==> config.mk <==
export PLATFORM = sky130hd
export DESIGN_NAME = quaternion_smallest_three_decoder_core_flat
export DESIGN_NICKNAME = d
export VERILOG_FILES = /design/src/rtl/qst_dec_pkg.sv /design/src/rtl/qst_dec_if.sv /design/src/rtl/quaternion_smallest_three_decoder_core.sv /design/src/flat_wrapper.sv
export SDC_FILE = /design/constraint.sdc
export NUM_CORES = 2
export LEC_CHECK = 0
export BUFFER_PORTS_ARGS = -buffer_cell sky130_fd_sc_hd__buf_2
export CAP_MARGIN = 20
export CORE_ASPECT_RATIO = 1.25
export CORE_MARGIN = 1.5
export CORE_UTILIZATION = 65
export DETAILED_ROUTE_END_ITERATION = 8
export HOLD_SLACK_MARGIN = 0.15
export PLACE_DENSITY_LB_ADDON = 0.15
export SYNTH_ARGS = -nofsm -noshare
export SYNTH_HDL_FRONTEND = slang
export SYNTH_SLANG_ARGS = --single-unit
==> constraint.sdc <==
create_clock -name clk -period 24.5 [get_ports clk]
set_clock_uncertainty 0.1 [all_clocks]
set_input_delay 4.9 -clock clk [delete_from_list [all_inputs] [get_ports clk]]
set_output_delay 4.9 -clock clk [all_outputs]
set_load 0.005 [all_outputs]
==> src/rtl/qst_dec_pkg.sv <==
// Package for the smallest-three quaternion decoder.
// Holds the pipeline payload types, fixed constants and the square root step.
// No dependencies.
package qst_dec_pkg;

  // Bitwise square root: 16 result bits, four of them resolved in each stage.
  localparam int ROOT_STEPS      = 16;
  localparam int STEPS_PER_STAGE = 4;
  localparam int ROOT_STAGES     = ROOT_STEPS / STEPS_PER_STAGE;

  // One in Q2.30, the squared norm of a unit quaternion.
  localparam logic [31:0] UNIT_SQ  = 32'h4000_0000;
  // Saturation limits of a Q1.15 component.
  localparam logic [15:0] NEG_FULL = 16'h8000;
  localparam logic [15:0] POS_FULL = 16'h7FFF;

  // Positions of the four quaternion components.
  localparam logic [1:0] POS_W = 2'd0;
  localparam logic [1:0] POS_X = 2'd1;
  localparam logic [1:0] POS_Y = 2'd2;
  localparam logic [1:0] POS_Z = 2'd3;

  // Side data that travels with an item through the stages before the output register.
  typedef struct packed {
    logic [15:0] a;
    logic [15:0] b;
    logic [15:0] c;
    logic [1:0]  idx;
    logic        neg;
  } meta_t;

  // Working state of the restoring square root.
  typedef struct packed {
    logic [31:0] radicand;
    logic [18:0] rem;
    logic [15:0] root;
  } root_t;

  // One restoring step: bring down two radicand bits and try root*4+1.
  function automatic root_t root_step(root_t s);
    root_t       r;
    logic [18:0] rem_sh;
    logic [18:0] trial;
    rem_sh     = {s.rem[16:0], s.radicand[31:30]};
    trial      = 19'({s.root, 2'b01});
    r.radicand = {s.radicand[29:0], 2'b00};
    if (rem_sh >= trial) begin
      r.rem  = rem_sh - trial;
      r.root = {s.root[14:0], 1'b1};
    end else begin
      r.rem  = rem_sh;
      r.root = {s.root[14:0], 1'b0};
    end
    return r;
  endfunction

endpackage

==> src/rtl/qst_dec_if.sv <==
// Channel interfaces of the smallest-three quaternion decoder.
// Valid/ready channels for the packed input item and the rebuilt quaternion.
// No dependencies.
interface qst_dec_in_if;
  logic        valid;
  logic        ready;
  logic [14:0] part_a;
  logic [14:0] part_b;
  logic [14:0] part_c;
  logic [1:0]  largest_index;
  logic        largest_negative;

  modport source (output valid, part_a, part_b, part_c, largest_index, largest_negative,
                  input ready);
  modport sink (input valid, part_a, part_b, part_c, largest_index, largest_negative,
                output ready);
endinterface

interface qst_dec_out_if;
  logic               valid;
  logic               ready;
  logic signed [15:0] comp_w;
  logic signed [15:0] comp_x;
  logic signed [15:0] comp_y;
  logic signed [15:0] comp_z;

  modport source (output valid, comp_w, comp_x, comp_y, comp_z, input ready);
  modport sink (input valid, comp_w, comp_x, comp_y, comp_z, output ready);
endinterface

==> src/rtl/quaternion_smallest_three_decoder_core.sv <==
// Smallest-three quaternion decoder, top level.
// Depends on qst_dec_pkg and the channel interfaces in qst_dec_if.sv.
//
// Usage:
//   packed_q carries one compressed quaternion per transfer: three kept parts,
//   the position of the dropped component and its sign. quat carries the
//   rebuilt Q1.15 quaternion, one result for every input transfer, in order.
//   Both channels transfer on a clock edge where valid and ready are high.
//
// Pipeline and throughput:
//   The transfer edge loads the first of seven register stages: one stage
//   squares the parts, one sums them and forms the radicand, four stages each
//   resolve four bits of the 16-bit square root, and the output register
//   places the components. One item is taken per cycle while quat is not
//   stalled.
//
// Reset and stalls:
//   rst (synchronous, active high) empties every stage; nothing else is kept
//   between items. When quat is stalled, each stage holds only while the stage
//   after it is full, so bubbles close up and the input keeps taking items
//   until all seven stages are full.
module quaternion_smallest_three_decoder_core #(
  parameter int DROP_SHIFT = 1
) (
  input  logic                 clk,
  input  logic                 rst,
  qst_dec_in_if.sink           packed_q,
  qst_dec_out_if.source        quat
);
  import qst_dec_pkg::*;

  // Stage 0 squares, stage 1 sums, then root stages, then the output register.
  localparam int NSTG = ROOT_STAGES + 3;
  localparam int OUT  = NSTG - 1;

  logic [NSTG-1:0] vld;
  logic [NSTG-1:0] rdy;

  meta_t        md [0:NSTG-2];
  root_t        rt [0:ROOT_STAGES];
  logic [30:0]  sq_a;
  logic [30:0]  sq_b;
  logic [30:0]  sq_c;

  // A stage takes new data when it is empty or its content moves on.
  always_comb begin
    rdy[OUT] = !vld[OUT] || quat.ready;
    for (int i = OUT - 1; i >= 0; i--) begin
      rdy[i] = !vld[i] || rdy[i+1];
    end
  end

  assign packed_q.ready = rdy[0];

  // Valid bits travel with the data.
  always_ff @(posedge clk) begin
    if (rst) begin
      vld <= '0;
    end else begin
      if (rdy[0]) begin
        vld[0] <= packed_q.valid;
      end
      for (int i = 1; i < NSTG; i++) begin
        if (rdy[i]) begin
          vld[i] <= vld[i-1];
        end
      end
    end
  end

  // Widen each part: shift left and keep the low 16 bits as a signed value.
  logic signed [15:0] wa;
  logic signed [15:0] wb;
  logic signed [15:0] wc;
  logic signed [31:0] pa;
  logic signed [31:0] pb;
  logic signed [31:0] pc;

  assign wa = $signed(16'(32'(packed_q.part_a) << DROP_SHIFT));
  assign wb = $signed(16'(32'(packed_q.part_b) << DROP_SHIFT));
  assign wc = $signed(16'(32'(packed_q.part_c) << DROP_SHIFT));
  assign pa = wa * wa;
  assign pb = wb * wb;
  assign pc = wc * wc;

  // Stage 0: squares of the widened parts.
  always_ff @(posedge clk) begin
    if (rdy[0]) begin
      sq_a      <= pa[30:0];
      sq_b      <= pb[30:0];
      sq_c      <= pc[30:0];
      md[0].a   <= wa;
      md[0].b   <= wb;
      md[0].c   <= wc;
      md[0].idx <= packed_q.largest_index;
      md[0].neg <= packed_q.largest_negative;
    end
  end

  // Stage 1: sum of squares and the radicand one minus that sum.
  logic [31:0] sum;
  assign sum = 32'(sq_a) + 32'(sq_b) + 32'(sq_c);

  always_ff @(posedge clk) begin
    if (rdy[1]) begin
      rt[0].radicand <= (sum < UNIT_SQ) ? (UNIT_SQ - sum) : '0;
      rt[0].rem      <= '0;
      rt[0].root     <= '0;
      md[1]          <= md[0];
    end
  end

  // Root stages: each resolves STEPS_PER_STAGE result bits.
  for (genvar g = 0; g < ROOT_STAGES; g++) begin : g_root
    root_t chain [0:STEPS_PER_STAGE];

    always_comb begin
      chain[0] = rt[g];
      for (int j = 0; j < STEPS_PER_STAGE; j++) begin
        chain[j+1] = root_step(chain[j]);
      end
    end

    always_ff @(posedge clk) begin
      if (rdy[2+g]) begin
        rt[g+1]  <= chain[STEPS_PER_STAGE];
        md[2+g]  <= md[1+g];
      end
    end
  end

  // Output stage: sign and saturate the dropped component, then place it.
  meta_t       mo;
  logic [15:0] mag;
  logic [15:0] dropped;

  assign mo  = md[NSTG-2];
  assign mag = rt[ROOT_STAGES].root;

  always_comb begin
    if (mo.neg) begin
      dropped = mag[15] ? NEG_FULL : 16'(-mag);
    end else begin
      dropped = mag[15] ? POS_FULL : mag;
    end
  end

  always_ff @(posedge clk) begin
    if (rdy[OUT]) begin
      case (mo.idx)
        POS_W: begin
          quat.comp_w <= dropped;
          quat.comp_x <= mo.a;
          quat.comp_y <= mo.b;
          quat.comp_z <= mo.c;
        end
        POS_X: begin
          quat.comp_w <= mo.a;
          quat.comp_x <= dropped;
          quat.comp_y <= mo.b;
          quat.comp_z <= mo.c;
        end
        POS_Y: begin
          quat.comp_w <= mo.a;
          quat.comp_x <= mo.b;
          quat.comp_y <= dropped;
          quat.comp_z <= mo.c;
        end
        default: begin
          quat.comp_w <= mo.a;
          quat.comp_x <= mo.b;
          quat.comp_y <= mo.c;
          quat.comp_z <= dropped;
        end
      endcase
    end
  end

  assign quat.valid = vld[OUT];

  // The pipeline is empty on the cycle after reset.
  a_reset_empty: assert property (@(posedge clk) rst |=> (vld == '0))
    else $error("pipeline not empty after reset");

  // An empty output register lets the whole chain advance.
  a_ready_when_out_empty: assert property (@(posedge clk) disable iff (rst)
    !vld[OUT] |-> packed_q.ready)
    else $error("input stalled with empty output register");

  // A stalled root result is held, never dropped.
  a_root_hold: assert property (@(posedge clk) disable iff (rst)
    (vld[NSTG-2] && !rdy[NSTG-2]) |=> vld[NSTG-2])
    else $error("stalled root stage lost its item");

  // The finished root never exceeds one, and its remainder stays within 2*root.
  a_root_range: assert property (@(posedge clk) disable iff (rst)
    vld[NSTG-2] |-> ((mag <= NEG_FULL) &&
                     (rt[ROOT_STAGES].rem <= 19'({mag, 1'b0}))))
    else $error("square root result out of range");

endmodule

==> src/flat_wrapper.sv <==
// flat-port wrapper written by rule: the top's interface ports become plain ports
module quaternion_smallest_three_decoder_core_flat import qst_dec_pkg::*;
#(
  parameter int DROP_SHIFT = 1
)
  (clk, rst, packed_q_valid, packed_q_part_a, packed_q_part_b, packed_q_part_c, packed_q_largest_index, packed_q_largest_negative, packed_q_ready, quat_valid, quat_comp_w, quat_comp_x, quat_comp_y, quat_comp_z, quat_ready);
  qst_dec_in_if packed_q_i ();
  qst_dec_out_if quat_i ();
  input  logic clk;
  input  logic rst;
  input wire logic [$bits(packed_q_i.valid)-1:0] packed_q_valid;
  input wire logic [$bits(packed_q_i.part_a)-1:0] packed_q_part_a;
  input wire logic [$bits(packed_q_i.part_b)-1:0] packed_q_part_b;
  input wire logic [$bits(packed_q_i.part_c)-1:0] packed_q_part_c;
  input wire logic [$bits(packed_q_i.largest_index)-1:0] packed_q_largest_index;
  input wire logic [$bits(packed_q_i.largest_negative)-1:0] packed_q_largest_negative;
  output wire logic [$bits(packed_q_i.ready)-1:0] packed_q_ready;
  output wire logic [$bits(quat_i.valid)-1:0] quat_valid;
  output wire logic [$bits(quat_i.comp_w)-1:0] quat_comp_w;
  output wire logic [$bits(quat_i.comp_x)-1:0] quat_comp_x;
  output wire logic [$bits(quat_i.comp_y)-1:0] quat_comp_y;
  output wire logic [$bits(quat_i.comp_z)-1:0] quat_comp_z;
  input wire logic [$bits(quat_i.ready)-1:0] quat_ready;
  assign packed_q_i.valid = packed_q_valid;
  assign packed_q_i.part_a = packed_q_part_a;
  assign packed_q_i.part_b = packed_q_part_b;
  assign packed_q_i.part_c = packed_q_part_c;
  assign packed_q_i.largest_index = packed_q_largest_index;
  assign packed_q_i.largest_negative = packed_q_largest_negative;
  assign packed_q_ready = packed_q_i.ready;
  assign quat_valid = quat_i.valid;
  assign quat_comp_w = quat_i.comp_w;
  assign quat_comp_x = quat_i.comp_x;
  assign quat_comp_y = quat_i.comp_y;
  assign quat_comp_z = quat_i.comp_z;
  assign quat_i.ready = quat_ready;
  quaternion_smallest_three_decoder_core #(.DROP_SHIFT(DROP_SHIFT)) u_core (.clk(clk), .rst(rst), .packed_q(packed_q_i), .quat(quat_i));
endmodule
==> flow_metrics.tcl <==
set metrics [dict create \
    timing.setup.critical_path_class "in2out" \
    synthesis.instances 4977 \
    yosys.area_share.adder 0.3267 \
    synth_top_area_share 0.3352 \
    timing.rr.start "u_core.rt[0][140]$_DFFE_PP_" \
    wire_per_inst_um 19.21 \
    setup.worst_path.end_class "primary output" \
    drc 0 \
    cts_inserted_buffers 61 \
    cts_hold_buffers 0 \
    grt_overflow_total 0 \
    setup.worst_path.start "quat_ready" \
    postSynthAreaPerCell_um2 10.73 \
    route.vias.total 36160 \
    total_core_area_mm2 0.08139 \
    grt_pass1_vias 37130 \
    largest_fanout_on_the_critical_path 55 \
    most_prevalent_standard_cell_on_the_critical_path "sky130_fd_sc_hd__buf_2" \
    clock_sink_count 603 \
    area_of_the_mapped_netlist_mm2 0.05339 \
    timing.final.crit_share 0.4774 \
    final-setup-viol-count 0 \
    seq_area_frac_synth 0.3378 \
    die_y_um 323.4 \
    post_synth_and_or_nand_nor_area_fraction 0.1192 \
    tightest_pin_transition_ps 1003 \
    max_freq_mhz 85.50 \
    port_buffers 117 \
    totalWireLength_mm 118.8 \
    io_pins 118 \
    slew-limit-headroom 0.3312 \
    layout-drive-gt1-share 0.06458 \
    clock_tree.htree_level_count 2 \
    hpwl_mm 93.63 \
    die-width_um 259.4 \
    final.setup.worst_slack_ps 12800 \
    r2r.worst_path.cells 37 \
    filler_cell_count 5993 \
    critical-path-top-delay-family "simple AND/OR/NAND/NOR gates" \
    synth_top_family_by_area "adder cells" \
    ys.warnings.count 0 \
    worstSetupStartpointType "primary input" \
    hp-class "reg2reg" \
    worst_path_max_delay_cell "sky130_fd_sc_hd__and3_1" \
    synth_area_leaders "sky130_fd_sc_hd__edfxtp_1 (34%), sky130_fd_sc_hd__fa_1 (23%), sky130_fd_sc_hd__ha_1 (9.8%)" \
    synth_compound_gate_area_share 0.09584 \
    dpl_worst_slack_ps 12490 \
    synth_async_sr_flop_share 0 \
    critical_path.n_buffers_inverters 3 \
    cts.clk_slew.worst_paths_ps 60 \
    timing.reg2reg.setup_slack_ps 12920 \
    initial_utilization 0.6560 \
    final_antenna_net_count 0 \
    rsz_0062_raised_after_global_routing "false" \
    cts_tree "yes" \
    grt_start_max_net_pins 78 \
    critical_path_depth 7 \
    whs_ps 253.9 \
    post_cts_resized 0 \
    final_period_minus_worst_setup_slack_ps 11700 \
    grt_first_pass_wirelength_mm 188.3 \
    synth.distinct_cells 108 \
    cts-root-to-sink-buffers 3 \
    routability_cong 0.9566 \
    nets 6139 \
    synthesis_stage_register_bit_count 603 \
    dominantRegCellSynth "sky130_fd_sc_hd__edfxtp_1" \
    setup_tns_ps 0 \
    synth_edf_count 596 \
    rows 117 \
    cp_data_required_time_ps 19500 \
    yosys-mux-area-fraction 0.008717 \
    max_stage_delay_ps 420 \
    slew_viol_final 0 \
    yosysTopAreaCell "sky130_fd_sc_hd__edfxtp_1" \
    hold_sp "u_core.rt[0][40]$_SDFFCE_PP0P_" \
    drt_iter0_drc 2303 \
    crit_arrival_ps 6700 \
    crit_path_cell_trace "buf_2, nor2b_1, and2_1, and3_1, nand4_1, buf_4, buf_2" \
    clk_root_buffer_cell "sky130_fd_sc_hd__clkbuf_16" \
    cap_violations 0 \
    report.final.hold_viol_count 0 \
    clock_latency_late_sink_ps 670 \
    viasPerCell 5.849 \
    post_cts_buffers 0 \
    grt.total_usage 0.2882 \
    status "complete, no violations" \
    area_growth_syn_to_layout_pct 7.461 \
    drt_pass1_iterations 6 \
    fp.dieArea_mm2 0.08388 \
    hold_path_depth 0 \
    grt_antenna_before_repair 3 \
    synth_xor_xnor_area_share 0.04853 \
]
## final cells by class
| type | count | area [um^2] | share of cell area |
|---|---|---|---|
| clock buffer | 65 | 1541 | 0.02687 |
| multi-input combinational | 3486 | 32030 | 0.5582 |
| inverter | 774 | 2912 | 0.05074 |
| clock inverter | 49 | 808.3 | 0.01409 |
| antenna | 1 | 2.502 | 0.00004361 |
| sequential | 603 | 18040 | 0.3144 |
| timing repair buffer | 133 | 705.7 | 0.01230 |
| tap | 1071 | 1340 | 0.02335 |
## cells in the mapped netlist, types with 86 or more instances
cell type / n
sky130_fd_sc_hd__a21oi_1: 283
sky130_fd_sc_hd__and2_1: 144
sky130_fd_sc_hd__clkbuf_1: 92
sky130_fd_sc_hd__edfxtp_1: 596
sky130_fd_sc_hd__fa_1: 610
sky130_fd_sc_hd__ha_1: 418
sky130_fd_sc_hd__inv_1: 765
sky130_fd_sc_hd__nand2_1: 414
sky130_fd_sc_hd__nor2_1: 336
sky130_fd_sc_hd__nor3_1: 103
sky130_fd_sc_hd__o21ai_0: 150
sky130_fd_sc_hd__xnor2_1: 208
sky130_fd_sc_hd__xor2_1: 86
## state kept, by name, summed over array words and instances (netlist names)
name / cells
u_core.rt: 163
u_core.sq_c: 28
u_core.sq_b: 28
u_core.quat.comp_w: 16
u_core.vld: 7
u_core.md: 285
u_core.quat.comp_y: 16
u_core.quat.comp_z: 16
u_core.sq_a: 28
u_core.quat.comp_x: 16
## path summary, 6_finish.rpt
path / endpoint
hold / removal: u_core.rt[0][115]$_DFFE_PP_
setup reg to reg: u_core.rt[0][231]$_DFFE_PP_
setup / recovery: packed_q_ready
hold reg to reg: u_core.rt[0][115]$_DFFE_PP_
## worst register-to-register path, delay by kind of cell (launching register included)
kind                     cells  cell delay, ps
AO/OA/AOI/OAI               15            3910
XOR/XNOR                     1             190
adder cells (fa/ha/maj)      4            1690
buffers and inverters        2             570
flip-flops                   1             420
multiplexers                 1             510
AND/OR/NAND/NOR             14            4030
## metrics by stage
step,instance area (um^2),utilization,instances
after global placement,55030,0.6760,6067
after detailed placement,55030,0.6760,6067
after global routing,57380,0.7049,6181
after CTS,57380,0.7049,6181
after floorplan,53400,-,4978
final,57380,0.7049,6182
## layout by cell type, fill, tap and decap left out, types with 51 or more instances in the layout
| cell | count |
|---|---|
| sky130_fd_sc_hd__ha_1 | 418 |
| sky130_fd_sc_hd__fa_1 | 610 |
| sky130_fd_sc_hd__inv_1 | 762 |
| sky130_fd_sc_hd__and2_1 | 144 |
| sky130_fd_sc_hd__clkbuf_16 | 61 |
| sky130_fd_sc_hd__xnor2_1 | 208 |
| sky130_fd_sc_hd__buf_2 | 117 |
| sky130_fd_sc_hd__nand2_1 | 412 |
| sky130_fd_sc_hd__xor2_1 | 86 |
| sky130_fd_sc_hd__o21ai_0 | 150 |
| sky130_fd_sc_hd__a21o_1 | 72 |
| sky130_fd_sc_hd__nor2_1 | 336 |
| sky130_fd_sc_hd__nand3_1 | 51 |
| sky130_fd_sc_hd__nor3_1 | 103 |
| sky130_fd_sc_hd__edfxtp_1 | 596 |
| sky130_fd_sc_hd__nand2b_1 | 52 |
| sky130_fd_sc_hd__a21oi_1 | 283 |
## cells by family (layout without fill, tap and decap cells)
kind of cell | after synthesis | count (layout)
AOI/OAI and AO/OA | 798 | 798
xor gates and xnor gates | 295 | 295
adders and majority gates | 1028 | 1028
buffers and inverters | 889 | 1021
DFF | 603 | 603
muxes | 43 | 43
other | 2 | 4
and+or+nand+nor | 1319 | 1319
## routing by layer
metal,GRT usage,share of wire,vias up
li1,-,-,16890
met1,0.3246,0.36,17970
met2,0.5448,0.54,973
met3,0.02664,0.040,313
met4,0.1377,0.051,4
met5,0,0.00022,-
Power is not shown: default switching activity piles up to over one toggle a cycle in this logic, so the estimate is an artifact.
